[src/design/wahd_pkg.sv]
// Shared types and constants for the in-place WAH bitmap decompressor.
// No dependencies; every design file but wahd_checker imports this package.
package wahd_pkg;

    localparam int unsigned SlotBits  = 32;
    localparam int unsigned GroupBits = 31;
    localparam int unsigned LenBits   = 30;
    localparam int unsigned CountBits = 5;

    localparam int unsigned FillFlagBit  = 31;
    localparam int unsigned FillValueBit = 30;

    // One classified slot handed from the front to the packer
    typedef struct packed {
        logic                 has_group;
        logic [GroupBits-1:0] group;
        logic                 last;
        logic                 bad;
    } wahd_op_t;

    // One decompressed result word
    typedef struct packed {
        logic [SlotBits-1:0] word;
        logic                eoo;
        logic                bad;
    } wahd_res_t;

endpackage

[src/design/wahd_front.sv]
// Front end: tracks open fill runs and the malformed flag, classifies each slot.
// Depends on wahd_pkg.
module wahd_front
    import wahd_pkg::*;
(
    input  logic                clk,
    input  logic                rst_n,
    input  logic                accept,
    input  logic [SlotBits-1:0] slot_word,
    input  logic                last_slot,
    output logic                op_valid,
    output wahd_op_t            op
);

    logic [LenBits-1:0] run_rem_reg, run_rem_next;
    logic               run_val_reg, run_val_next;
    logic               bad_reg,     bad_next;

    always_comb
    begin
        logic [LenBits-1:0] len;
        logic               has_group;
        logic [GroupBits-1:0] group;
        len          = slot_word[LenBits-1:0];
        has_group    = 1'b1;
        group        = '0;
        run_rem_next = run_rem_reg;
        run_val_next = run_val_reg;
        bad_next     = bad_reg;

        if (run_rem_reg != '0)
        begin
            group        = {GroupBits{run_val_reg}};
            run_rem_next = run_rem_reg - LenBits'(1);
        end
        else if (slot_word[FillFlagBit])
        begin
            if (len == '0)
            begin
                bad_next  = 1'b1;
                has_group = 1'b0;
            end
            else
            begin
                run_val_next = slot_word[FillValueBit];
                group        = {GroupBits{slot_word[FillValueBit]}};
                run_rem_next = len - LenBits'(1);
            end
        end
        else
        begin
            group = slot_word[GroupBits-1:0];
        end

        // truncate a run that reaches past the final slot
        if (last_slot && run_rem_next != '0)
        begin
            bad_next     = 1'b1;
            run_rem_next = '0;
        end

        op.has_group = has_group;
        op.group     = group;
        op.last      = last_slot;
        op.bad       = bad_next;
        op_valid     = accept && (has_group || last_slot);

        if (last_slot)
        begin
            run_rem_next = '0;
            run_val_next = 1'b0;
            bad_next     = 1'b0;
        end
    end

    always_ff @(posedge clk or negedge rst_n)
    begin
        if (!rst_n)
        begin
            run_rem_reg <= '0;
            run_val_reg <= 1'b0;
            bad_reg     <= 1'b0;
        end
        else if (accept)
        begin
            run_rem_reg <= run_rem_next;
            run_val_reg <= run_val_next;
            bad_reg     <= bad_next;
        end
    end

endmodule

[src/design/wahd_op_fifo.sv]
// Short queue of classified slots between the front end and the packer.
// Depends on wahd_pkg.
module wahd_op_fifo
    import wahd_pkg::*;
#(
    parameter int unsigned DEPTH = 2
)
(
    input  logic     clk,
    input  logic     rst_n,
    input  logic     wr_en,
    input  wahd_op_t wr_data,
    input  logic     rd_en,
    output wahd_op_t rd_data,
    output logic     full,
    output logic     empty
);

    localparam int unsigned PtrBits = $clog2(DEPTH);
    localparam int unsigned CntBits = $clog2(DEPTH + 1);

    wahd_op_t            mem [DEPTH];
    logic [PtrBits-1:0]  wr_ptr_reg, rd_ptr_reg;
    logic [CntBits-1:0]  count_reg, count_next;
    logic                do_wr, do_rd;

    assign full    = (count_reg == CntBits'(DEPTH));
    assign empty   = (count_reg == '0);
    assign do_wr   = wr_en && !full;
    assign do_rd   = rd_en && !empty;
    assign rd_data = mem[rd_ptr_reg];

    always_comb
    begin
        count_next = count_reg;
        if (do_wr && !do_rd)
        begin
            count_next = count_reg + CntBits'(1);
        end
        else if (do_rd && !do_wr)
        begin
            count_next = count_reg - CntBits'(1);
        end
    end

    always_ff @(posedge clk or negedge rst_n)
    begin
        if (!rst_n)
        begin
            wr_ptr_reg <= '0;
            rd_ptr_reg <= '0;
            count_reg  <= '0;
        end
        else
        begin
            count_reg <= count_next;
            if (do_wr)
            begin
                wr_ptr_reg <= (wr_ptr_reg == PtrBits'(DEPTH - 1)) ? '0
                                                                  : wr_ptr_reg + PtrBits'(1);
            end
            if (do_rd)
            begin
                rd_ptr_reg <= (rd_ptr_reg == PtrBits'(DEPTH - 1)) ? '0
                                                                  : rd_ptr_reg + PtrBits'(1);
            end
        end
    end

    always_ff @(posedge clk)
    begin
        if (do_wr)
        begin
            mem[wr_ptr_reg] <= wr_data;
        end
    end

endmodule

[src/design/wahd_pack.sv]
// Back end: repacks 31-bit groups into 32-bit words and flushes on the last slot.
// Depends on wahd_pkg.
module wahd_pack
    import wahd_pkg::*;
(
    input  logic      clk,
    input  logic      rst_n,
    input  logic      op_valid,
    input  wahd_op_t  op,
    input  logic      room,
    output logic      op_pop,
    output logic [1:0] res_cnt,
    output wahd_res_t res0,
    output wahd_res_t res1
);

    logic [GroupBits-1:0] pend_reg, pend_next;
    logic [CountBits-1:0] cnt_reg,  cnt_next;

    assign op_pop = op_valid && room;

    always_comb
    begin
        logic [2*GroupBits-1:0] acc;
        logic [2*GroupBits-1:0] shifted;
        logic [CountBits-1:0]   keep;
        logic [2*SlotBits-2:0]  flush_tmp;
        logic                   have_word;
        logic [SlotBits-1:0]    word;
        acc       = {pend_reg, op.group};
        keep      = cnt_reg - CountBits'(1);
        shifted   = acc >> keep;
        word      = shifted[SlotBits-1:0];
        have_word = 1'b0;
        pend_next = pend_reg;
        cnt_next  = cnt_reg;
        res0      = '{word: word, eoo: 1'b0, bad: op.bad};
        res1      = '{word: '0, eoo: 1'b1, bad: op.bad};
        res_cnt   = 2'd0;
        flush_tmp = '0;

        if (op.has_group)
        begin
            if (cnt_reg == '0)
            begin
                pend_next = op.group;
                cnt_next  = CountBits'(GroupBits);
            end
            else
            begin
                have_word = 1'b1;
                pend_next = op.group & ((GroupBits'(1) << keep) - GroupBits'(1));
                cnt_next  = keep;
                res_cnt   = 2'd1;
            end
        end

        if (op.last)
        begin
            flush_tmp = {{(SlotBits-1){1'b0}}, 1'b0, pend_next}
                        << (6'(SlotBits) - {1'b0, cnt_next});
            if (cnt_next != '0)
            begin
                if (have_word)
                begin
                    res1.word = flush_tmp[SlotBits-1:0];
                    res_cnt   = 2'd2;
                end
                else
                begin
                    res0.word = flush_tmp[SlotBits-1:0];
                    res0.eoo  = 1'b1;
                    res_cnt   = 2'd1;
                end
            end
            else if (!have_word)
            begin
                res0.word = '0;
                res0.eoo  = 1'b1;
                res_cnt   = 2'd1;
            end
            else
            begin
                res0.eoo = 1'b1;
            end
            pend_next = '0;
            cnt_next  = '0;
        end

        if (!op_pop)
        begin
            res_cnt = 2'd0;
        end
    end

    always_ff @(posedge clk or negedge rst_n)
    begin
        if (!rst_n)
        begin
            pend_reg <= '0;
            cnt_reg  <= '0;
        end
        else if (op_pop)
        begin
            pend_reg <= pend_next;
            cnt_reg  <= cnt_next;
        end
    end

endmodule

[src/design/wahd_res_fifo.sv]
// Result queue: takes up to two words a cycle from the packer, gives up to one a cycle.
// Depends on wahd_pkg.
module wahd_res_fifo
    import wahd_pkg::*;
#(
    parameter int unsigned DEPTH = 4
)
(
    input  logic       clk,
    input  logic       rst_n,
    input  logic [1:0] wr_cnt,
    input  wahd_res_t  wr0,
    input  wahd_res_t  wr1,
    input  logic       rd_en,
    output wahd_res_t  rd_data,
    output logic       room,
    output logic       empty
);

    localparam int unsigned PtrBits = $clog2(DEPTH);
    localparam int unsigned CntBits = $clog2(DEPTH + 1);

    wahd_res_t           mem [DEPTH];
    logic [PtrBits-1:0]  wr_ptr_reg, rd_ptr_reg, wr_ptr1, wr_ptr2;
    logic [CntBits-1:0]  count_reg;
    logic                do_rd;

    assign empty   = (count_reg == '0);
    assign room    = (count_reg <= CntBits'(DEPTH - 2));
    assign do_rd   = rd_en && !empty;
    assign rd_data = mem[rd_ptr_reg];
    assign wr_ptr1 = (wr_ptr_reg == PtrBits'(DEPTH - 1)) ? '0 : wr_ptr_reg + PtrBits'(1);
    assign wr_ptr2 = (wr_ptr1 == PtrBits'(DEPTH - 1)) ? '0 : wr_ptr1 + PtrBits'(1);

    always_ff @(posedge clk or negedge rst_n)
    begin
        if (!rst_n)
        begin
            wr_ptr_reg <= '0;
            rd_ptr_reg <= '0;
            count_reg  <= '0;
        end
        else
        begin
            count_reg <= count_reg + CntBits'(wr_cnt) - CntBits'(do_rd);
            case (wr_cnt)
                2'd1:    wr_ptr_reg <= wr_ptr1;
                2'd2:    wr_ptr_reg <= wr_ptr2;
                default: wr_ptr_reg <= wr_ptr_reg;
            endcase
            if (do_rd)
            begin
                rd_ptr_reg <= (rd_ptr_reg == PtrBits'(DEPTH - 1)) ? '0
                                                                  : rd_ptr_reg + PtrBits'(1);
            end
        end
    end

    always_ff @(posedge clk)
    begin
        if (wr_cnt != 2'd0)
        begin
            mem[wr_ptr_reg] <= wr0;
        end
        if (wr_cnt == 2'd2)
        begin
            mem[wr_ptr1] <= wr1;
        end
    end

endmodule

[src/design/wah_in_place_bitmap_decompress.sv]
// Top level of the in-place WAH bitmap decompressor.
// Depends on wahd_pkg, wahd_front, wahd_op_fifo, wahd_pack, wahd_res_fifo.
//
// Usage:
//   Input queue: drive slot_word and last_slot, raise push; a slot transfers
//   on a clock edge with push high and full low. One slot per cycle is
//   taken sustained while full stays low.
//   Result queue: while empty is low, out_word, end_of_output and malformed
//   show the oldest result; it transfers on an edge with pop high.
//   Each slot gives zero or one word; the last slot of a bitmap gives one
//   or two (a completed word and the zero-padded flush), the final one
//   marked by end_of_output.
// Pipeline: the front end classifies a slot in its transfer cycle and
//   writes it into the slot queue; the packer moves it on into the result
//   queue, handling one slot a cycle when the result queue has room for
//   two words.
// Reset: rst_n clears runs, buffered bits, the malformed flag and both queues.
// Stall: when pop stays low the result queue fills, the packer holds, the
//   slot queue fills and full rises; nothing is dropped.
module wah_in_place_bitmap_decompress
    import wahd_pkg::*;
#(
    parameter int unsigned OP_DEPTH  = 2,
    parameter int unsigned RES_DEPTH = 4
)
(
    input  logic                clk,
    input  logic                rst_n,
    input  logic                push,
    output logic                full,
    input  logic [SlotBits-1:0] slot_word,
    input  logic                last_slot,
    output logic                empty,
    input  logic                pop,
    output logic [SlotBits-1:0] out_word,
    output logic                end_of_output,
    output logic                malformed
);

    logic      accept;
    logic      op_wr;
    wahd_op_t  op_in, op_out;
    logic      op_empty, op_pop;
    logic      room;
    logic [1:0] res_cnt;
    wahd_res_t res0, res1, res_out;

    assign accept = push && !full;

    wahd_front u_front (
        .clk       (clk),
        .rst_n     (rst_n),
        .accept    (accept),
        .slot_word (slot_word),
        .last_slot (last_slot),
        .op_valid  (op_wr),
        .op        (op_in)
    );

    wahd_op_fifo #(.DEPTH(OP_DEPTH)) u_op_fifo (
        .clk     (clk),
        .rst_n   (rst_n),
        .wr_en   (op_wr),
        .wr_data (op_in),
        .rd_en   (op_pop),
        .rd_data (op_out),
        .full    (full),
        .empty   (op_empty)
    );

    wahd_pack u_pack (
        .clk      (clk),
        .rst_n    (rst_n),
        .op_valid (!op_empty),
        .op       (op_out),
        .room     (room),
        .op_pop   (op_pop),
        .res_cnt  (res_cnt),
        .res0     (res0),
        .res1     (res1)
    );

    wahd_res_fifo #(.DEPTH(RES_DEPTH)) u_res_fifo (
        .clk     (clk),
        .rst_n   (rst_n),
        .wr_cnt  (res_cnt),
        .wr0     (res0),
        .wr1     (res1),
        .rd_en   (pop),
        .rd_data (res_out),
        .room    (room),
        .empty   (empty)
    );

    assign out_word      = res_out.word;
    assign end_of_output = res_out.eoo;
    assign malformed     = res_out.bad;

endmodule

[config.mk]
export PLATFORM = sky130hd
export DESIGN_NAME = wah_in_place_bitmap_decompress
export DESIGN_NICKNAME = d
export VERILOG_FILES = /design/src/design/wahd_pkg.sv /design/src/design/wahd_front.sv /design/src/design/wahd_op_fifo.sv /design/src/design/wahd_pack.sv /design/src/design/wahd_res_fifo.sv /design/src/design/wah_in_place_bitmap_decompress.sv
export SDC_FILE = /design/constraint.sdc
export NUM_CORES = 1
export LEC_CHECK = 0
export BUFFER_PORTS_ARGS = -buffer_cell sky130_fd_sc_hd__buf_2
export CAP_MARGIN = 20
export CORE_MARGIN = 3
export CORE_UTILIZATION = 39
export DETAILED_ROUTE_END_ITERATION = 12
export GPL_ROUTABILITY_DRIVEN = 0
export HOLD_SLACK_MARGIN = 0.06
export PLACE_DENSITY_LB_ADDON = 0.1
export SYNTH_ARGS = -nofsm -noshare
export SYNTH_HDL_FRONTEND = slang
export SYNTH_SLANG_ARGS = --single-unit
[constraint.sdc]
create_clock -name clk -period 8.18 [get_ports clk]
set_clock_uncertainty 0.2 [all_clocks]
set_input_delay 0.818 -clock clk [delete_from_list [all_inputs] [get_ports clk]]
set_output_delay 0.818 -clock clk [all_outputs]
set_load 0.01 [all_outputs]
==> flow_summary.ini, run 1 <==
[run_status]
status = complete, no violations

[floorplan]
initial_utilization_pct = 39.6
num_rows = 86
dieWidth_um = 243
die_area_um2 = 59000
die_height_um = 243
boundaryPins = 73
coreArea_um2 = 55300

[min_path]
min_from = u_res_fifo.mem[0][1]
hold_class = reg -> reg

[routing]
drc = 0
vias_per_cell = 6.53
drt_pre_antenna_iters = 6
dr_total_vias = 20400
drt_iter0_markers = 2454
detail-route-antenna-nets = 0
wl_mm = 83.8
wl_per_cell_um = 26.8

[grt]
grt_use_total_pct = 27.6
gr-usage-met3_pct = 5.03
grt_pass1_vias = 19200
grtUsageMet1_pct = 37.6
antenna_found_initial = 2
grt_max_degree = 68
use_met2_pct = 43.2
grt_pass1_wl_mm = 126
overflow = 0
busiest_layer = met2

[sta]
slew_viol_final = 0
max_freq_ghz = 0.138
tightest_slew_ps = 1110
setup_tns_ps = 0
slew_headroom_pct = 25.0
fin_crit_sh_pct = 88.9
layout_min_cycle_time_ps = 7270
rsz0062_at_grt = no
hold_viol = 0
setup_viol = 0

[finish]
area_delta_synth_final_pct = 11.3
largest_register_ffs = 136
fin_area_um2 = 24400
fin_util_pct = 44.1
post_route_cells_drive_above_1_share_pct = 16.0
fillCellCount = 5386
nNetsFinal = 2408

[cts]
clock_sinks = 283
clockRootBuffer = clkbuf_16
cts.clk_slew.worst_paths_ps = 60
cts.path.max_buffers = 3
clk_latency_ps = 560
cts_buffers = 36
cts_tree = built
htreeDepth = 2

[setup_path]
arrival_ps = 7440
reg2reg_to = u_res_fifo.mem[0][28]
r2r-start = u_pack.cnt_reg[1]
crit_type = reg -> reg
worstPathMaxFanout = 22
crit_path_end = u_res_fifo.mem[0][28]
regToRegSetupSlack_ps = 910
worstRegToRegCells = 18
endpoint_kind = register
critPathLaunch = u_pack.cnt_reg[1]
critPathRequiredTime_ps = 8340
max_stage_delay_ps = 910
crit_path_start_kind = register
slowest_stage = a221oi_1
path_cells = inv_1 -> ha_1 -> buf_4 -> o21ba_2 -> o21ai_2 -> nand2_1 -> nand3_1 -> ha_1 -> clkinv_1 -> nor3_1 -> and2_1 -> a311oi_1 -> a221oi_1 -> nor2_1 -> a21o_1 -> a221oi_1 -> a21oi_1 -> o211ai_1

[logic_synthesis]
postSynth.asyncResetShare_pct = 27.9
netlist_top_cells_count = nand2_1, nor2_1, edfxtp_1
yosysTopAreaCell = edfxtp_1
synth_seq_cells = 283
synth_edf_count = 200
syn_inst = 2347
syn-cell-area_um2 = 21900
synth_top_area_share_pct = 27.4
syn-num-nets = 2409
synth.distinct_cells = 102
synthTopCellsByArea = edfxtp_1, mux4_2, dfrtp_1
ys_seq_area_share_pct = 36.8
synth.most_common_cell = nand2_1
synth_ff_type = edfxtp_1
yosys_warnings = 0
syn_area_per_cell_um2 = 9.33

[place]
portBuffers = 72
hpwlAfterDp_mm = 62.2
place_area_um2 = 23100

[job]
maxCapViolCount = 0
[worst min-delay path by stage]
stage,to,slack (ps),cells after the start
floorplan,u_op_fifo.wr_ptr_reg,260,1
global route,u_res_fifo.mem[0][1],310,2
finish,u_res_fifo.mem[0][1],290,2
CTS,u_res_fifo.mem[0][1],290,2
global placement,u_res_fifo.mem[3][1],280,2
detailed placement,u_res_fifo.mem[0][1],280,2
[routing by layer]
| metal | part of all wire [%] | routed length (um) |
|---|---|---|
| met3 | 8.3 | 6990 |
| met4 | 4.9 | 4070 |
| met5 | 0 | 0 |
| met1 | 42 | 34900 |
| met2 | 45 | 37800 |
[final cells by class]
| class | instances | area, um2 | share of cell area (%) |
|---|---|---|---|
| Sequential cell | 283 | 8070 | 33.1 |
| Clock buffer | 47 | 982 | 4.03 |
| Antenna cell | 2 | 5.00 | 0.0205 |
| Inverter | 32 | 120 | 0.493 |
| Timing Repair Buffer | 139 | 876 | 3.59 |
| Clock inverter | 19 | 300 | 1.23 |
| Multi-Input combinational cell | 1854 | 13100 | 53.7 |
| Tap cell | 748 | 936 | 3.84 |
[cell families after synthesis]
family                     count (synthesis)  share of synthesized area, %
AOI/OAI and AO/OA                        776                          23.6
buffers and inverters                    210                          3.94
DFF                                      283                          36.8
muxes                                    212                          15.2
adders and majority gates                 25                          1.46
and+or+nand+nor                          782                          16.6
xor gates and xnor gates                  59                          2.39
[worst max-delay path, delay by kind of cell (launching register included)]
| kind | cells | cell delay (ps) |
|---|---|---|
| compound gates | 8 | 3470 |
| simple gates | 5 | 1080 |
| fa+ha+maj | 2 | 770 |
| buf+inv | 3 | 1010 |
| flops | 1 | 520 |
[cell usage in the layout (no fill, tap or decap), types with 71 or more instances in the layout]
cell | netlist | final
nor2_1 | 206 | 205
o22ai_1 | 117 | 117
edfxtp_1 | 200 | 200
a21oi_1 | 183 | 182
mux4_2 | 92 | 92
o21ai_0 | 150 | 150
dfrtp_1 | 79 | 76
buf_2 | 36 | 71
mux2i_1 | 83 | 82
nand2_1 | 286 | 286
[metrics by stage]
step | instances | setup WS [ps] | hold WS [ps]
2_1_floorplan | 2347 | 1610 | 255
3_3_place_gp | 3051 | 1410 | 278
3_5_place_dp | 3052 | 1370 | 277
4_1_cts | 3119 | 1340 | 289
5_1_grt | 3122 | 707 | 311
6_report | 3124 | 909 | 287
[what timing repair did]
item | in CTS | in global routing
resized for setup | 0 | 0
hold buffers | 1 | 0
setup buffers | 0 | 0
hold endpoints to repair | 32 | 0
Power of run 1 is not shown: default switching activity piles up to over one toggle a cycle in this logic, so the estimate is an artifact.
==> inputs of run 2 (changes only) <==
--- a/config.mk
+++ b/config.mk
@@ -5,6 +5,7 @@
 export SDC_FILE = /design/constraint.sdc
 export NUM_CORES = 1
 export LEC_CHECK = 0
+export ABC_AREA = 1
 export BUFFER_PORTS_ARGS = -buffer_cell sky130_fd_sc_hd__buf_2
 export CAP_MARGIN = 20
 export CORE_MARGIN = 3
==> run 2 against run 1 <==
Compared with the run above: wire length about the same; synthesized cell count up 33%; clock-buffer cell count down 5; via count grew 9.4%; global-route usage grew 0.73 points; critical endpoint is now u_res_fifo.mem[0][5]; critical path depth is 5 higher; first-iteration DRC count is 12% higher; hold slack worse by 230 ps; final cell count grew 24%; largest cell class unchanged; critical path type unchanged; fmax grew 12%; non-clock buffer count is 21 lower; register-to-register slack better by 790 ps.
==> flow_summary.ini, run 2 <==
[floorplan]
dieWidth_um = 241
die_area_um2 = 58300
num_rows = 85
die_height_um = 241
boundaryPins = 73
initial_utilization_pct = 39.8
coreArea_um2 = 54300

[setup_path]
endpoint_kind = register
worstRegToRegCells = 23
critPathLaunch = u_op_fifo.rd_ptr_reg
reg2reg_to = u_res_fifo.mem[0][5]
arrival_ps = 6460
regToRegSetupSlack_ps = 1700
critPathRequiredTime_ps = 8160
crit_type = reg -> reg
r2r-start = u_op_fifo.rd_ptr_reg
crit_path_start_kind = register
crit_path_end = u_res_fifo.mem[0][5]
worstPathMaxFanout = 37

[cts]
cts_resized = 0
cts_hold_buf = 0
cts_buffers = 35
cts_tree = built
clock_sinks = 283
clk_latency_ps = 580
cts.clk_slew.worst_paths_ps = 60
clockRootBuffer = clkbuf_16
htreeDepth = 2
post_cts_buffers = 0
cts.path.max_buffers = 3

[sta]
rsz0062_at_grt = no
hold_viol = 0
layout_min_cycle_time_ps = 6480
slew_viol_final = 0
slew_headroom_pct = 25.3
fin_crit_sh_pct = 79.2
setup_viol = 0
max_freq_ghz = 0.154
setup_tns_ps = 0
tightest_slew_ps = 1120

[logic_synthesis]
synth_edf_count = 200
synth_ff_type = edfxtp_1
postSynth.asyncResetShare_pct = 27.9
yosys_warnings = 0
synth_seq_cells = 283
synth_top_area_share_pct = 27.8
synth.most_common_cell = nand2_1
syn_inst = 3120
synthTopCellsByArea = edfxtp_1, nand2_1, dfrtp_1
syn-num-nets = 3182
syn_area_per_cell_um2 = 6.93
netlist_top_cells_count = nand2_1, o21ai_0, nand3_1
yosysTopAreaCell = edfxtp_1
ys_seq_area_share_pct = 37.3
synth.distinct_cells = 58
syn-cell-area_um2 = 21600

[finish]
post_route_cells_drive_above_1_share_pct = 8.86
largest_register_ffs = 136
multi_input_area_um2 = 11900
ff_latch_area_um2 = 8070
fillCellCount = 5651
layout_common_cells = nand2_1, o21ai_0, nand3_1
mostFrequentLayoutCell = nand2_1
area_delta_synth_final_pct = 9.75
nNetsFinal = 3162

[grt]
grt_use_total_pct = 28.3
use_met2_pct = 43.3
grt_max_degree = 91
gr-usage-met3_pct = 6.39
busiest_layer = met2
overflow = 0
grtUsageMet1_pct = 39.3
antenna_found_initial = 4
grt_pass1_vias = 20400
grt_pass1_wl_mm = 125

[routing]
drt_iter0_markers = 2756
dr_total_vias = 22300
detail-route-antenna-nets = 0
wl_per_cell_um = 21.7
vias_per_cell = 5.77
drt_pre_antenna_iters = 7
wl_mm = 83.9
drc = 0

[place]
hpwlAfterDp_mm = 62.3
portBuffers = 72

[job]
maxCapViolCount = 0

[min_path]
hold_class = in -> async

[run_status]
status = complete, no violations
run 2: cell count changes after synthesis, moves of 36 or more:
cell / delta
nand2_1: +706
nand3_1: +225
o21ai_0: +202
inv_1: +199
a21oi_1: -135
mux4_2: -92
nand2b_1: -54
nor3_1: -47
mux2i_1: -46
nor2_1: +45
nand4_1: +43
a211oi_1: -37
mux2_2: -36
run 2: cell type report:
type	instances	area share, %
diodes	1	0.0105
clock buffers	42	3.80
well taps	739	3.90
flip-flops and latches	283	34.0
multi-input cells	2414	50.3
repair buffers	118	3.12
inverters	248	3.93
clock inverters	21	0.928
run 2: kinds of logic after synthesis:
family / synth area share (%)
AOI/OAI and AO/OA: 17.0
xor gates and xnor gates: 2.03
adders and majority gates: 1.48
buffers and inverters: 7.67
DFF: 37.3
muxes: 1.71
and+or+nand+nor: 32.8
run 2: per-layer routing:
metal	share of wire (%)	routed length [um]
met5	0.016	13
met4	4.1	3410
met3	9.7	8160
met2	44	36600
met1	42	35600
run 2: critical path, cell delays in order (launching register included):
cell and delay [ps]:
dfrtp_1 560, buf_4 270, inv_4 140, nand2_1 110
nand2_2 390, nand2_2 320, inv_2 250, o21ai_2 180
buf_4 350, inv_2 70, ha_1 200, nand2_1 90
nor2_1 50, ha_1 220, nor3_2 420, clkinv_1 160
nor2_1 170, ha_1 300, nand2_1 340, clkinv_1 160
buf_4 400, a21oi_1 80, inv_1 90, buf_4 510
run 2: stage by stage:
stage                     cells  cell area [um2]  hold slack, ps  setup slack, ps  utilization [%]
after floorplan            3120            21600             252             1970                -
after global placement     3798            22500             266             1520             41.5
after detailed placement   3800            22600             269             1490             41.5
after CTS                  3863            23700            63.3             1470             43.6
after global routing       3865            23700            71.8             1220             43.7
final                      3866            23700            57.8             1700             43.7
run 2: how the worst min path moves through the flow:
stage,start,end,slack (ps),cells past startpoint
global route,rst_n,u_res_fifo.rd_ptr_reg[1],70,1
CTS,rst_n,u_res_fifo.rd_ptr_reg[1],60,1
global placement,u_front.run_val_reg,u_front.run_val_reg,270,2
detailed placement,u_front.run_val_reg,u_front.run_val_reg,270,2
floorplan,u_front.run_val_reg,u_front.run_val_reg,250,2
finish,rst_n,u_res_fifo.rd_ptr_reg[1],60,1
Power of run 2 is left out for the same reason.
